==> config.mk <==
export PLATFORM = sky130hd
export DESIGN_NAME = http_date_to_unix_seconds
export DESIGN_NICKNAME = d
export VERILOG_FILES = /design/src/rtl/hdus_pkg.sv /design/src/rtl/hdus_dpath.sv /design/src/rtl/hdus_ctrl.sv /design/src/rtl/http_date_to_unix_seconds.sv
export SDC_FILE = /design/constraint.sdc
export NUM_CORES = 1
export LEC_CHECK = 0
export ABC_AREA = 1
export BUFFER_PORTS_ARGS = -buffer_cell sky130_fd_sc_hd__buf_2
export CELL_PAD_IN_SITES_DETAIL_PLACEMENT = 0
export CELL_PAD_IN_SITES_GLOBAL_PLACEMENT = 1
export CORE_ASPECT_RATIO = 1.2
export CORE_MARGIN = 2
export CORE_UTILIZATION = 50
export CTS_BUF_LIST = sky130_fd_sc_hd__clkbuf_8
export DETAILED_ROUTE_END_ITERATION = 8
export HOLD_SLACK_MARGIN = 0.02
export PLACE_DENSITY_LB_ADDON = 0.08
export SYNTH_ARGS = -nofsm -noshare
export SYNTH_HDL_FRONTEND = slang
export SYNTH_HIERARCHICAL = 1
export SYNTH_SLANG_ARGS = --single-unit
==> constraint.sdc <==
create_clock -name i_clk -period 5.3 [get_ports i_clk]
set_input_delay 0.265 -clock i_clk [delete_from_list [all_inputs] [get_ports i_clk]]
set_output_delay 0.265 -clock i_clk [all_outputs]
set_load 0.02 [all_outputs]
==> src/rtl/hdus_pkg.sv <==
`timescale 1ns / 1ps
`default_nettype none

package hdus_pkg;

    // One input beat: a single character of the date string.
    typedef struct packed {
        logic [7:0] char_code;
        logic       last_char;
    } t_in_beat;

    // One output beat: the converted time and its validity flag.
    typedef struct packed {
        logic [31:0] unix_seconds;
        logic        date_ok;
    } t_out_beat;

    // Commands from the controller to the datapath.
    typedef struct packed {
        logic num_digit;
        logic num_sign;
        logic num_clear;
        logic store_day;
        logic store_year;
        logic store_hour;
        logic store_minute;
        logic month_push;
        logic clear_all;
        logic calc1;
        logic parse_good;
        logic calc2;
        logic out_load;
    } t_dp_cmd;

    // Status from the datapath back to the controller.
    typedef struct packed {
        logic       digit_seen;
        logic       sign_seen;
        logic       num_bad;
        logic [1:0] month_count;
    } t_dp_status;

    // Result of the month name lookup.
    typedef struct packed {
        logic       valid;
        logic [3:0] idx;
    } t_month;

    // Character codes.
    localparam logic [7:0] CH_NUL    = 8'd0;
    localparam logic [7:0] CH_TAB    = 8'd9;
    localparam logic [7:0] CH_CR     = 8'd13;
    localparam logic [7:0] CH_SPACE  = 8'd32;
    localparam logic [7:0] CH_PLUS   = 8'd43;
    localparam logic [7:0] CH_COMMA  = 8'd44;
    localparam logic [7:0] CH_MINUS  = 8'd45;
    localparam logic [7:0] CH_ZERO   = 8'd48;
    localparam logic [7:0] CH_NINE   = 8'd57;
    localparam logic [7:0] CH_COLON  = 8'd58;
    localparam logic [7:0] CH_UPPER_A = 8'd65;
    localparam logic [7:0] CH_UPPER_Z = 8'd90;
    localparam logic [7:0] CASE_OFFSET = 8'd32;

    // Number and range limits.
    localparam int         NUM_W     = 17;
    localparam logic [16:0] NUM_MAX  = 17'd131071;
    localparam logic [16:0] YEAR_MIN = 17'd1970;
    localparam logic [16:0] YEAR_MAX = 17'd2100;
    localparam logic [16:0] DAY_MAX  = 17'd31;
    localparam logic [16:0] HOUR_MAX = 17'd23;
    localparam logic [16:0] MIN_MAX  = 17'd59;
    localparam logic [16:0] SEC_MAX  = 17'd60;

    // Calendar arithmetic constants.
    localparam logic [11:0] ERA_START_4   = 12'd1600;
    localparam logic [11:0] ERA_START_5   = 12'd2000;
    localparam logic [17:0] DAYS_PER_YEAR = 18'd365;
    localparam logic [17:0] DAYS_OFS_ERA4 = 18'(4 * 146097 - 719468);
    localparam logic [17:0] DAYS_OFS_ERA5 = 18'(5 * 146097 - 719468);
    localparam logic [16:0] SECS_PER_HOUR = 17'd3600;
    localparam logic [16:0] SECS_PER_MIN  = 17'd60;
    localparam logic [31:0] SECS_PER_DAY  = 32'd86400;

    localparam logic [23:0] MONTH_NAMES [12] = '{
        "jan", "feb", "mar", "apr", "may", "jun",
        "jul", "aug", "sep", "oct", "nov", "dec"
    };

    // Folds A-Z to lower case and leaves every other code alone.
    function automatic logic [7:0] fold_case(input logic [7:0] c);
        logic [7:0] r;
        r = c;
        if (c >= CH_UPPER_A && c <= CH_UPPER_Z) begin
            r = c + CASE_OFFSET;
        end
        return r;
    endfunction

    // Matches three characters against the month names.
    function automatic t_month month_lookup(input logic [7:0] c0, input logic [7:0] c1,
                                            input logic [7:0] c2);
        t_month     m;
        logic [23:0] key;
        m   = '0;
        key = {fold_case(c0), fold_case(c1), fold_case(c2)};
        for (int i = 0; i < 12; i++) begin
            if (key == MONTH_NAMES[i]) begin
                m.valid = 1'b1;
                m.idx   = 4'(i);
            end
        end
        return m;
    endfunction

    // Day of a March-based year on which each month starts (Jan and Feb at the end).
    function automatic logic [8:0] month_doy_base(input logic [3:0] idx);
        logic [8:0] r;
        case (idx)
            4'd0:    r = 9'd306;
            4'd1:    r = 9'd337;
            4'd2:    r = 9'd0;
            4'd3:    r = 9'd31;
            4'd4:    r = 9'd61;
            4'd5:    r = 9'd92;
            4'd6:    r = 9'd122;
            4'd7:    r = 9'd153;
            4'd8:    r = 9'd184;
            4'd9:    r = 9'd214;
            4'd10:   r = 9'd245;
            4'd11:   r = 9'd275;
            default: r = 9'd0;
        endcase
        return r;
    endfunction

endpackage

`default_nettype wire

==> src/rtl/hdus_dpath.sv <==
`timescale 1ns / 1ps
`default_nettype none

module hdus_dpath (
    input  wire logic                   i_clk,
    input  wire logic                   i_rst_n,
    input  wire logic [7:0]             i_char,
    input  wire hdus_pkg::t_dp_cmd      i_cmd,
    output hdus_pkg::t_dp_status        o_status,
    output hdus_pkg::t_out_beat         o_out_data
);

    import hdus_pkg::*;

    // Number being read and its flags.
    logic [16:0] r_accum;
    logic        r_neg;
    logic        r_digit_seen;
    logic        r_sign_seen;

    // Month name characters.
    logic [7:0]  r_mon_chr [3];
    logic [1:0]  r_mon_cnt;

    // Stored date and time fields.
    logic [16:0] r_day;
    logic [16:0] r_year;
    logic [16:0] r_hour;
    logic [16:0] r_minute;

    // Calculation pipeline.
    logic [8:0]  r_yoe;
    logic        r_era5;
    logic [8:0]  r_doy;
    logic [16:0] r_tod;
    logic        r_ok;
    logic [15:0] r_days;
    t_out_beat   r_out;

    logic [20:0] accum_x10;
    logic [16:0] accum_next;
    t_month      mon;
    logic        mon_ok;
    logic        early_month;
    logic [11:0] yr_adj;
    logic        era5;
    logic [11:0] yoe_full;
    logic [8:0]  doy;
    logic [16:0] tod;
    logic        fields_ok;
    logic [1:0]  yoe_c100;
    logic [17:0] doe;
    logic [17:0] days_sum;
    logic [31:0] secs;

    // Decimal accumulate with saturation.
    always_comb begin
        accum_x10  = 21'({4'd0, r_accum}) * 21'd10 + 21'({17'd0, i_char[3:0]});
        accum_next = (accum_x10 > 21'(NUM_MAX)) ? NUM_MAX : accum_x10[16:0];
    end

    // Parse state: numbers, month letters and fields.
    // A sign that ends one number and opens the next wins over the clear.
    always_ff @(posedge i_clk) begin
        if (!i_rst_n || i_cmd.clear_all) begin
            r_accum      <= '0;
            r_neg        <= 1'b0;
            r_digit_seen <= 1'b0;
            r_sign_seen  <= 1'b0;
            r_mon_chr[0] <= '0;
            r_mon_chr[1] <= '0;
            r_mon_chr[2] <= '0;
            r_mon_cnt    <= '0;
            r_day        <= '0;
            r_year       <= '0;
            r_hour       <= '0;
            r_minute     <= '0;
        end else begin
            if (i_cmd.num_clear) begin
                r_accum      <= '0;
                r_digit_seen <= 1'b0;
            end else if (i_cmd.num_digit) begin
                r_accum      <= accum_next;
                r_digit_seen <= 1'b1;
            end
            if (i_cmd.num_sign) begin
                r_sign_seen <= 1'b1;
                r_neg       <= (i_char == CH_MINUS);
            end else if (i_cmd.num_clear) begin
                r_sign_seen <= 1'b0;
                r_neg       <= 1'b0;
            end
            if (i_cmd.month_push) begin
                r_mon_chr[r_mon_cnt] <= i_char;
                r_mon_cnt            <= r_mon_cnt + 2'd1;
            end
            if (i_cmd.store_day) begin
                r_day <= r_accum;
            end
            if (i_cmd.store_year) begin
                r_year <= r_accum;
            end
            if (i_cmd.store_hour) begin
                r_hour <= r_accum;
            end
            if (i_cmd.store_minute) begin
                r_minute <= r_accum;
            end
        end
    end

    // First calculation step: month, era split, day of year, time of day, range checks.
    always_comb begin
        mon         = month_lookup(r_mon_chr[0], r_mon_chr[1], r_mon_chr[2]);
        mon_ok      = mon.valid && (r_mon_cnt == 2'd3);
        early_month = (mon.idx <= 4'd1);
        yr_adj      = r_year[11:0] - {11'd0, early_month};
        era5        = (yr_adj >= ERA_START_5);
        yoe_full    = yr_adj - (era5 ? ERA_START_5 : ERA_START_4);
        doy         = month_doy_base(mon.idx) + {4'd0, r_day[4:0]} - 9'd1;
        tod         = 17'({12'd0, r_hour[4:0]}) * SECS_PER_HOUR
                    + 17'({11'd0, r_minute[5:0]}) * SECS_PER_MIN
                    + 17'({11'd0, r_accum[5:0]});
        fields_ok   = mon_ok
                    && (r_year >= YEAR_MIN) && (r_year <= YEAR_MAX)
                    && (r_day != '0) && (r_day <= DAY_MAX)
                    && (r_hour <= HOUR_MAX) && (r_minute <= MIN_MAX)
                    && (r_accum <= SEC_MAX);
    end

    always_ff @(posedge i_clk) begin
        if (i_cmd.calc1) begin
            r_yoe  <= yoe_full[8:0];
            r_era5 <= era5;
            r_doy  <= doy;
            r_tod  <= tod;
            r_ok   <= i_cmd.parse_good && fields_ok;
        end
    end

    // Second calculation step: day of era, then days since the epoch.
    always_comb begin
        if (r_yoe >= 9'd300) begin
            yoe_c100 = 2'd3;
        end else if (r_yoe >= 9'd200) begin
            yoe_c100 = 2'd2;
        end else if (r_yoe >= 9'd100) begin
            yoe_c100 = 2'd1;
        end else begin
            yoe_c100 = 2'd0;
        end
        doe      = 18'({9'd0, r_yoe}) * DAYS_PER_YEAR + 18'({11'd0, r_yoe[8:2]})
                 - 18'({16'd0, yoe_c100}) + 18'({9'd0, r_doy});
        days_sum = doe + (r_era5 ? DAYS_OFS_ERA5 : DAYS_OFS_ERA4);
    end

    always_ff @(posedge i_clk) begin
        if (i_cmd.calc2) begin
            r_days <= days_sum[15:0];
        end
    end

    // Last step: scale days to seconds and load the output beat.
    always_comb begin
        secs = 32'({16'd0, r_days}) * SECS_PER_DAY + 32'({15'd0, r_tod});
    end

    always_ff @(posedge i_clk) begin
        if (i_cmd.out_load) begin
            r_out.unix_seconds <= r_ok ? secs : '0;
            r_out.date_ok      <= r_ok;
        end
    end

    always_comb begin
        o_status.digit_seen  = r_digit_seen;
        o_status.sign_seen   = r_sign_seen;
        o_status.num_bad     = r_neg && (r_accum != '0);
        o_status.month_count = r_mon_cnt;
        o_out_data           = r_out;
    end

endmodule

`default_nettype wire

==> src/rtl/hdus_ctrl.sv <==
`timescale 1ns / 1ps
`default_nettype none

module hdus_ctrl (
    input  wire logic                   i_clk,
    input  wire logic                   i_rst_n,
    input  wire logic                   i_in_valid,
    input  wire hdus_pkg::t_in_beat     i_in_data,
    output logic                        o_in_stall,
    output logic                        o_out_valid,
    input  wire logic                   i_out_stall,
    input  wire hdus_pkg::t_dp_status   i_status,
    output hdus_pkg::t_dp_cmd           o_cmd
);

    import hdus_pkg::*;

    typedef enum logic [9:0] {
        PH_WEEKDAY = 10'b00_0000_0001,
        PH_DAY     = 10'b00_0000_0010,
        PH_MONTH   = 10'b00_0000_0100,
        PH_YEAR    = 10'b00_0000_1000,
        PH_HOUR    = 10'b00_0001_0000,
        PH_COLON1  = 10'b00_0010_0000,
        PH_MINUTE  = 10'b00_0100_0000,
        PH_COLON2  = 10'b00_1000_0000,
        PH_SECOND  = 10'b01_0000_0000,
        PH_DONE    = 10'b10_0000_0000
    } t_phase;

    typedef enum logic [3:0] {
        S_IDLE  = 4'b0001,
        S_CALC1 = 4'b0010,
        S_CALC2 = 4'b0100,
        S_CALC3 = 4'b1000
    } t_ctl_state;

    t_phase     r_phase, n_phase;
    logic       r_failed, n_failed;
    t_ctl_state r_state, n_state;
    logic       r_out_valid, n_out_valid;

    t_dp_cmd    cmd;
    logic [7:0] c;
    logic       accept;
    logic       is_end;
    logic       is_digit;
    logic       is_ws;
    logic       is_sign;
    logic       out_free;

    // Character classes.
    always_comb begin
        c        = i_in_data.char_code;
        accept   = i_in_valid && (r_state == S_IDLE);
        is_end   = (c == CH_NUL) || i_in_data.last_char;
        is_digit = (c >= CH_ZERO) && (c <= CH_NINE);
        is_ws    = (c == CH_SPACE) || (c inside {[CH_TAB:CH_CR]});
        is_sign  = (c == CH_PLUS) || (c == CH_MINUS);
        out_free = !r_out_valid || !i_out_stall;
    end

    // Parse sequencing and end-of-string calculation steps.
    always_comb begin
        n_phase     = r_phase;
        n_failed    = r_failed;
        n_state     = r_state;
        n_out_valid = r_out_valid;
        cmd         = '0;

        if (r_out_valid && !i_out_stall) begin
            n_out_valid = 1'b0;
        end

        case (r_state)
            S_IDLE: begin
                if (accept) begin
                    if (c != CH_NUL && !r_failed) begin
                        case (r_phase)
                            PH_WEEKDAY: begin
                                if (c == CH_COMMA) begin
                                    n_phase = PH_DAY;
                                end else if (is_digit) begin
                                    n_phase       = PH_DAY;
                                    cmd.num_digit = 1'b1;
                                end
                            end
                            PH_DAY, PH_YEAR, PH_HOUR, PH_MINUTE, PH_SECOND: begin
                                if (is_digit) begin
                                    cmd.num_digit = 1'b1;
                                end else if (!i_status.digit_seen) begin
                                    // Leading space or one sign before the digits.
                                    if (!i_status.sign_seen && is_sign) begin
                                        cmd.num_sign = 1'b1;
                                    end else if (i_status.sign_seen || !is_ws) begin
                                        n_failed = 1'b1;
                                    end
                                end else begin
                                    // The number ends here and the character is
                                    // handed to the next field.
                                    if (i_status.num_bad) begin
                                        n_failed = 1'b1;
                                    end
                                    if (r_phase == PH_SECOND) begin
                                        n_phase = PH_DONE;
                                    end else begin
                                        cmd.num_clear = 1'b1;
                                    end
                                    if (r_phase == PH_DAY) begin
                                        cmd.store_day = 1'b1;
                                        n_phase       = PH_MONTH;
                                        if (!is_ws) begin
                                            cmd.month_push = 1'b1;
                                        end
                                    end else if (r_phase == PH_YEAR) begin
                                        cmd.store_year = 1'b1;
                                        n_phase        = PH_HOUR;
                                        if (is_sign) begin
                                            cmd.num_sign = 1'b1;
                                        end else if (!is_ws) begin
                                            n_failed = 1'b1;
                                        end
                                    end else if (r_phase == PH_HOUR) begin
                                        cmd.store_hour = 1'b1;
                                        n_phase        = PH_COLON1;
                                        if (c == CH_COLON) begin
                                            n_phase = PH_MINUTE;
                                        end else begin
                                            n_failed = 1'b1;
                                        end
                                    end else if (r_phase == PH_MINUTE) begin
                                        cmd.store_minute = 1'b1;
                                        n_phase          = PH_COLON2;
                                        if (c == CH_COLON) begin
                                            n_phase = PH_SECOND;
                                        end else begin
                                            n_failed = 1'b1;
                                        end
                                    end
                                end
                            end
                            PH_MONTH: begin
                                if (is_ws) begin
                                    if (i_status.month_count != 2'd0) begin
                                        n_phase = PH_YEAR;
                                    end
                                end else begin
                                    cmd.month_push = 1'b1;
                                    if (i_status.month_count == 2'd2) begin
                                        n_phase = PH_YEAR;
                                    end
                                end
                            end
                            PH_COLON1: begin
                                if (c == CH_COLON) begin
                                    n_phase = PH_MINUTE;
                                end else begin
                                    n_failed = 1'b1;
                                end
                            end
                            PH_COLON2: begin
                                if (c == CH_COLON) begin
                                    n_phase = PH_SECOND;
                                end else begin
                                    n_failed = 1'b1;
                                end
                            end
                            default: begin
                                n_phase = r_phase;
                            end
                        endcase
                    end
                    if (is_end) begin
                        n_state = S_CALC1;
                    end
                end
            end
            S_CALC1: begin
                // A second that ends with the string is complete as well.
                cmd.calc1      = 1'b1;
                cmd.parse_good = !r_failed && ((r_phase == PH_DONE)
                               || (r_phase == PH_SECOND && i_status.digit_seen
                                   && !i_status.num_bad));
                cmd.clear_all  = 1'b1;
                n_phase        = PH_WEEKDAY;
                n_failed       = 1'b0;
                n_state        = S_CALC2;
            end
            S_CALC2: begin
                cmd.calc2 = 1'b1;
                n_state   = S_CALC3;
            end
            S_CALC3: begin
                if (out_free) begin
                    cmd.out_load = 1'b1;
                    n_out_valid  = 1'b1;
                    n_state      = S_IDLE;
                end
            end
            default: begin
                n_state = S_IDLE;
            end
        endcase
    end

    always_ff @(posedge i_clk) begin
        if (!i_rst_n) begin
            r_phase     <= PH_WEEKDAY;
            r_failed    <= 1'b0;
            r_state     <= S_IDLE;
            r_out_valid <= 1'b0;
        end else begin
            r_phase     <= n_phase;
            r_failed    <= n_failed;
            r_state     <= n_state;
            r_out_valid <= n_out_valid;
        end
    end

    always_comb begin
        o_cmd       = cmd;
        o_in_stall  = (r_state != S_IDLE);
        o_out_valid = r_out_valid;
    end

    // The output register is only overwritten once its beat has gone.
    a_load_free: assert property (@(posedge i_clk) disable iff (!i_rst_n)
        cmd.out_load |-> (!r_out_valid || !i_out_stall))
        else $error("output beat overwritten before it was taken");

    // The end of a string starts the calculation on the next cycle.
    a_end_calc: assert property (@(posedge i_clk) disable iff (!i_rst_n)
        (accept && is_end) |=> (r_state == S_CALC1))
        else $error("end of string did not start the calculation");

    // Parse state is back at its start after the first calculation step.
    a_parse_clear: assert property (@(posedge i_clk) disable iff (!i_rst_n)
        (r_state == S_CALC1) |=> (r_phase == PH_WEEKDAY && !r_failed))
        else $error("parse state not cleared for the next string");

    // A failed parse stays failed while characters come in.
    a_fail_sticky: assert property (@(posedge i_clk) disable iff (!i_rst_n)
        (r_failed && r_state == S_IDLE) |=> r_failed)
        else $error("parse failure was lost");

endmodule

`default_nettype wire

==> src/rtl/http_date_to_unix_seconds.sv <==
`timescale 1ns / 1ps
`default_nettype none

// Channel  Direction  Handshake                  Beat
// in       input      i_in_valid / o_in_stall    one character and its last flag
// out      output     o_out_valid / i_out_stall  Unix seconds and date_ok, one per string
//
// Characters are taken at one per cycle while o_in_stall is low; each is parsed in the
// cycle it arrives. A NUL or a beat with last_char set ends the string; the input then
// stalls through the calculation steps (month lookup and range check, day count, scale
// to seconds) before the next string can start, longer if the previous result is still
// waiting. The result register lets the next string be read while a result waits.
// Reset is synchronous and active low; it returns the parser to the weekday skip.
module http_date_to_unix_seconds (
    input  wire logic                   i_clk,
    input  wire logic                   i_rst_n,
    input  wire logic                   i_in_valid,
    output logic                        o_in_stall,
    input  wire hdus_pkg::t_in_beat     i_in_data,
    output logic                        o_out_valid,
    input  wire logic                   i_out_stall,
    output hdus_pkg::t_out_beat         o_out_data
);

    import hdus_pkg::*;

    t_dp_cmd    cmd;
    t_dp_status status;

    // Sequencing of the parse and of the calculation steps.
    hdus_ctrl u_ctrl (
        .i_clk       (i_clk),
        .i_rst_n     (i_rst_n),
        .i_in_valid  (i_in_valid),
        .i_in_data   (i_in_data),
        .o_in_stall  (o_in_stall),
        .o_out_valid (o_out_valid),
        .i_out_stall (i_out_stall),
        .i_status    (status),
        .o_cmd       (cmd)
    );

    // Field storage and calendar arithmetic.
    hdus_dpath u_dpath (
        .i_clk      (i_clk),
        .i_rst_n    (i_rst_n),
        .i_char     (i_in_data.char_code),
        .i_cmd      (cmd),
        .o_status   (status),
        .o_out_data (o_out_data)
    );

endmodule

`default_nettype wire

After elaboration in Yosys (flattened, before gate mapping)
Memory sizes are Yosys's and may differ from the RTL's.
Cells that the tools add are included.
Storage, ports and cells
  memories: 2
  input bits: 13
  memory bits (writable): 24
  bits in read-only memories: 144
  register bits: 192
  logic and storage cells: 272
  output and inout bits: 35
Memories
  (no name shown): depth 16, bits a word 9, read ports 1, clocked after Yosys merged registers in 0, wr ports 0, line hdus_pkg.sv:118  | case (idx)
  u_dpath.r_mon_chr: depth 3, bits a word 8, read ports 3, clocked after Yosys merged registers in 0, wr ports 3, line hdus_dpath.sv:22  | logic [7:0] r_mon_chr [3];
Operators by class
  add/subtract/negate cells: 16
  muxes and demuxes: 105
  order comparisons: 22
  reductions and logical operators: 50
  equality and inequality tests: 51
  multiply operators: 5
Operators with widths (count)
  24-bit by 23-bit == test with 1-bit output (second input constant): 12
  10-bit two-way mux: 16
  5-bit two-way mux: 12
  8-bit two-way mux: 7
  10-bit one-hot mux with 5 select lines: 1
  1-bit two-way mux: 46
  8-bit by 6-bit == test with 1-bit output (second input constant): 5
  17-bit by 5-bit <= comparator with 1-bit output (second input constant): 2
  17-bit by 6-bit <= comparator with 1-bit output (second input constant): 2
  17-bit nonzero test: 2
  32-bit by 17-bit adder with 32-bit output: 1
  16-bit by 10-bit multiplier with 25-bit output (second input constant): 1
  8-bit by 6-bit adder with 8-bit output (second input constant): 3
  8-bit by 7-bit greater-or-equal comparator with 1-bit output (second input constant): 3
  8-bit by 7-bit <= comparator with 1-bit output (second input constant): 3
  1-bit logical AND: 22
  21-bit by 4-bit adder with 21-bit output: 1
  21-bit by 17-bit > comparator with 1-bit output (second input constant): 1
  17-bit by 3-bit multiplier with 20-bit output (second input constant): 1
  10-bit one-hot mux with 2 select lines: 1
  9-bit two-way mux: 2
  17-bit by 12-bit adder with 17-bit output: 1
  17-bit by 6-bit adder with 17-bit output: 1
  17-bit by 11-bit greater-or-equal comparator with 1-bit output (second input constant): 1
  other kinds (66): 102

Depth between registers and ports, before layout
An unclocked memory read counts as a cell.
  word-level depth: 26
  mapped depth: 35
  gate-level depth less buffers: 35

Modules after synthesis
The synthesis kept the hierarchy.
By module, submodules not included
  hdus_dpath: times used 1, cells an instance 2340, area each 18785.5 um^2, sequential area each 5104.9 um^2
  hdus_ctrl: times used 1, cells an instance 307, area each 1704.1 um^2, sequential area each 320.3 um^2

Least setup slack after synthesis
No wires, ideal clock.
  path kind: reg2reg
  from: register u_dpath.r_yoe[6]
  to: register u_dpath.r_days[15], data pin
  library setup time: 0.265 ns
  arrival time: 4.538 ns
  cell stages (with the launch flop): 17
  buffers on the path: 0
  required time: 5.035 ns
  slack: 0.497 ns
  period minus slack after synthesis: 4.803 ns
  cell sequence: edfxtp_1 > fa_1 > fa_1 > fa_1 > inv_1 > fa_1 > inv_1 > fa_1 > ha_1 > a21oi_1 > a21boi_0 > o21ai_0 > a21oi_1 > o21ai_0 > nand3_1 > o21ai_0 > xor2_1
On the way
  longest elaborated chain between the ends: 7
  elaborated cells on any way between the ends: 11
  those cells by class: add/sub (4); mul (1); order compare (3); mux (3)
RTL lines
  start, declared: line hdus_dpath.sv:32  | logic [8:0] r_yoe;
  start signal, assigned: line hdus_dpath.sv:133  | r_yoe <= yoe_full[8:0];
  parallel branches: the longest is 4 deep, another holds 9-bit by 9-bit multiplier with 16-bit output
  16-bit by 2-bit subtractor with 16-bit output (*): line hdus_dpath.sv:153  | - 18'({16'd0, yoe_c100}) + 18'({9'd0, r_doy});
  16-bit by 9-bit adder with 16-bit output (*): line hdus_dpath.sv:153
  16-bit adder (*): line hdus_dpath.sv:154  | days_sum = doe + (r_era5 ? DAYS_OFS_ERA5 : DAYS_OFS_ERA4);
  net u_dpath.days_sum[15]: line hdus_dpath.sv:53  | logic [17:0] days_sum;
  end signal, assigned: line hdus_dpath.sv:159  | r_days <= days_sum[15:0];
  end, declared: line hdus_dpath.sv:37  | logic [15:0] r_days;
Mark *: on every way through the listed nets, which the timed path passes.
A chain may end at the register's enable or synchronous reset.

Worst setup path after layout
  from: register u_dpath.r_yoe[5]
  to: register u_dpath.r_days[15], data pin
The elaborated chain is that of the path after synthesis.

==> results.yml <==
floorplanning:
  core_area_um2: 40600
  io_pins: 48
  dieArea_um2: 42600
  fp-row-count: 81
  die_h_um: 226
  fp.dieW_um: 189
  start_util: 0.504
finish:
  antennaDiodeCount: 0
  finalInstanceArea_um2: 22400
  fin_nets: 3127
  utilization: 0.550
  synthToLayoutAreaGrowth_pct: 9.08
  drive_above_1_share: 0.0950
pwr:
  ir_worst_vdd_mv: 0.452
  p_leak_nw: 11.4
  powerDensity_nw_per_um2: 321
routing:
  wire_per_inst_um: 15.0
  first_iter_violations: 747
  drt-pass1-iter-count: 5
  ant_nets: 0
  vias_per_cell: 5.09
  drc: 0
  routed_wl_mm: 49.6
  vias: 16800
place:
  dp_slack_ns: 0.0981
  io_buffers: 47
  hpwl_mm: 40.6
  globalplace.congestion: 0.926
  dpl_cell_area_um2: 21400
global_route:
  grt_max_degree: 60
  antenna_found_initial: 0
  groute.usage.overall: 0.235
  grt_pass1_vias: 16400
  overflow: 0
  grt_pass1_wl_mm: 80.7
setup_path:
  crit_required_ns: 5.58
  cp-end-kind: "flop"
  crit_chain: "fa_1 > fa_1 > fa_1 > inv_1 > fa_1 > inv_1 > fa_1 > ha_1 > a21oi_1 > a21boi_0 > o21ai_0 > a21oi_1 > o21ai_0 > nand3_1 > o21ai_0 > xor2_1"
  start_kind: "flop"
  crit_arrival_ns: 5.24
  cp_common_cell: "fa_1"
  crit_type: "reg2reg"
  startpoint: "u_dpath/r_yoe[5]"
  rr_startpoint: "u_dpath/r_yoe[5]"
  crit_fanout: 7
  slowest_delay_ns: 0.53
  slowest_stage: "fa_1"
cts:
  cts_sinks: 216
  cts_tree: "done"
  root_buffer: "clkbuf_8"
  cts_made_buffers: 38
  h-tree-depth: 2
  cts_buffer_depth: 3
  clk_pin_slew_ns: 0.06
  clk_latency_ns: 0.56
sta:
  clock.fmax_ghz: 0.202
  hold_violations: 0
  drv_slew: 0
  tightest_slew_ns: 1.12
  finalWorstSetupSlack_ns: 0.343
  finalClockSkew_ns: 0.0225
  setup_viol: 0
  fin_setup_tns_ns: 0
  finalCritPeriodShare: 0.935
  min_period_ns: 4.96
  max-slew-margin-rel: 0.250
logic_synthesis:
  ys_warn_count: 6
  yosysUniqueCellTypes: 56
  ys_async_sr_fraction: 0
  synth_edf_count: 110
  avgSynthCellArea_um2: 7.74
  seq_area_frac_synth: 0.265
  synth_nets: 3044
  ys.flop_type: "edfxtp_1"
  synth_area_leaders: "ha_1 (17%), edfxtp_1 (16%), dfxtp_1 (10%)"
  synth_top_cell_by_area: "ha_1"
  synth_top_area_frac: 0.172
  syn_inst: 2647
  netlist_area_um2: 20500
  ys_ff_latch: 216
worst_hold_path:
  hold_path.class: "in2reg"
  worstHoldStart: "i_rst_n"
outcome:
  status: "finished clean"
flow_run:
  drv_cap: 0
[through the flow]
step / hold slack (ns) / total power [mW] / std cells
floorplan: 0.386 / 4.85 / 2647
global placement: 0.449 / 5.67 / 3219
detailed placement: 0.457 / 5.69 / 3219
CTS: 0.0425 / 7.24 / 3287
global route: 0.0564 / 7.81 / 3296
finish: 0.0695 / 7.17 / 3296
[layout make-up]
cell class | instances | area (um^2)
inverters | 546 | 2050
clock inverters | 21 | 97.6
clock buffers | 46 | 633
fillers | 4006 | 18300
flip-flops and latches | 216 | 5430
well taps | 539 | 674
repair buffers | 76 | 455
multi-input cells | 1852 | 13000
[path summary, 6_finish.rpt]
check                       end  slack [ns]  cells after the start
max          u_dpath/r_days[15]        0.34                     16
min           u_ctrl/r_state[0]        0.07                      2
max reg2reg  u_dpath/r_days[15]        0.34                     16
min reg2reg   u_dpath/r_day[11]        0.46                      2
[placed cells by master (no fill, tap or decap), drive strengths merged, types with 3 or more instances in the layout]
master	instances
nand3	177
nor3	29
xor2	48
nand4	45
o211ai	7
dfxtp	106
a21o	4
nand2	488
o21ai	112
clkinv	6
nor2	268
fa	103
o21bai	5
a211oi	4
clkbuf	46
xnor2	34
nor4	17
ha	281
buf	75
clkinvlp	3
nand3b	7
inv	558
o21a	4
a21oi	197
or2	3
edfxtp	110
[per-layer routing]
metal | track usage | vias to the layer above | wire, um | share of wire
li1 | - | 8685 | - | -
met1 | 0.280 | 7774 | 21300 | 0.43
met2 | 0.442 | 243 | 25800 | 0.52
met3 | 0.0274 | 64 | 1410 | 0.028
met4 | 0.0643 | 0 | 1090 | 0.022
met5 | 0 | - | 0 | 0
[synth_stat cells, types with 5 or more instances]
cell      count
nor2_4        6
nor4_1       17
inv_1       531
xor2_1       47
o21ai_0     105
nor2_1      236
nand2_4       6
nor3_1       28
dfxtp_1     106
nand3_2      19
fa_1        103
inv_2        14
edfxtp_1    110
ha_1        281
nand4_1      45
nand3_1     157
nand2_1     463
nand2_2      19
clkbuf_1     23
a21oi_1     196
o21bai_1      5
nand3b_1      7
o211ai_1      7
xnor2_1      34
o21ai_1       7
nor2_2       24
[worst max-delay path: cells and delay by family, from the launching register on]
kind	cells	cell delay (ns)
compound gates	6	1.00
buf+inv	2	0.10
xor+xnor	1	0.15
flops	1	0.52
fa+ha+maj	6	2.81
simple gates	1	0.12
[sequential cells by signal, summed over array words and instances, names as in the netlist, 2 cells and up]
name / cells
u_dpath/o_out_data: 33
u_dpath/r_mon_chr: 24
u_dpath/r_accum: 17
u_dpath/r_day: 17
u_dpath/r_hour: 17
u_dpath/r_minute: 17
u_dpath/r_tod: 17
u_dpath/r_year: 17
u_dpath/r_days: 16
u_ctrl/r_phase: 10
u_dpath/r_doy: 9
u_dpath/r_yoe: 9
u_ctrl/r_state: 4
u_dpath/r_mon_cnt: 2
[report_power, final]
part           switching, mW  leakage [nW]  internal, mW
registers             0.0743          1.87          2.04
clock network          0.709         0.421         0.788
logic                   2.21          9.14          1.34
total                   3.00          11.4          4.17
[kinds of logic (layout without fill, tap and decap cells)]
logic type,count (synthesis),after routing,synth area share
simple gates,1041,1041,0.230
buf+inv,579,689,0.108
fa+ha+maj,384,384,0.272
compound gates,345,345,0.0890
flops,216,216,0.265
xor+xnor,82,82,0.0354
[repair_timing]
action,in CTS,in global routing
hold buffers,1,0
gates resized for setup,0,41
endpoints found under the setup margin,0,12
hold endpoints to repair,1,0
setup buffers,0,9
No activity file was read; power rests on OpenSTA's default activity.
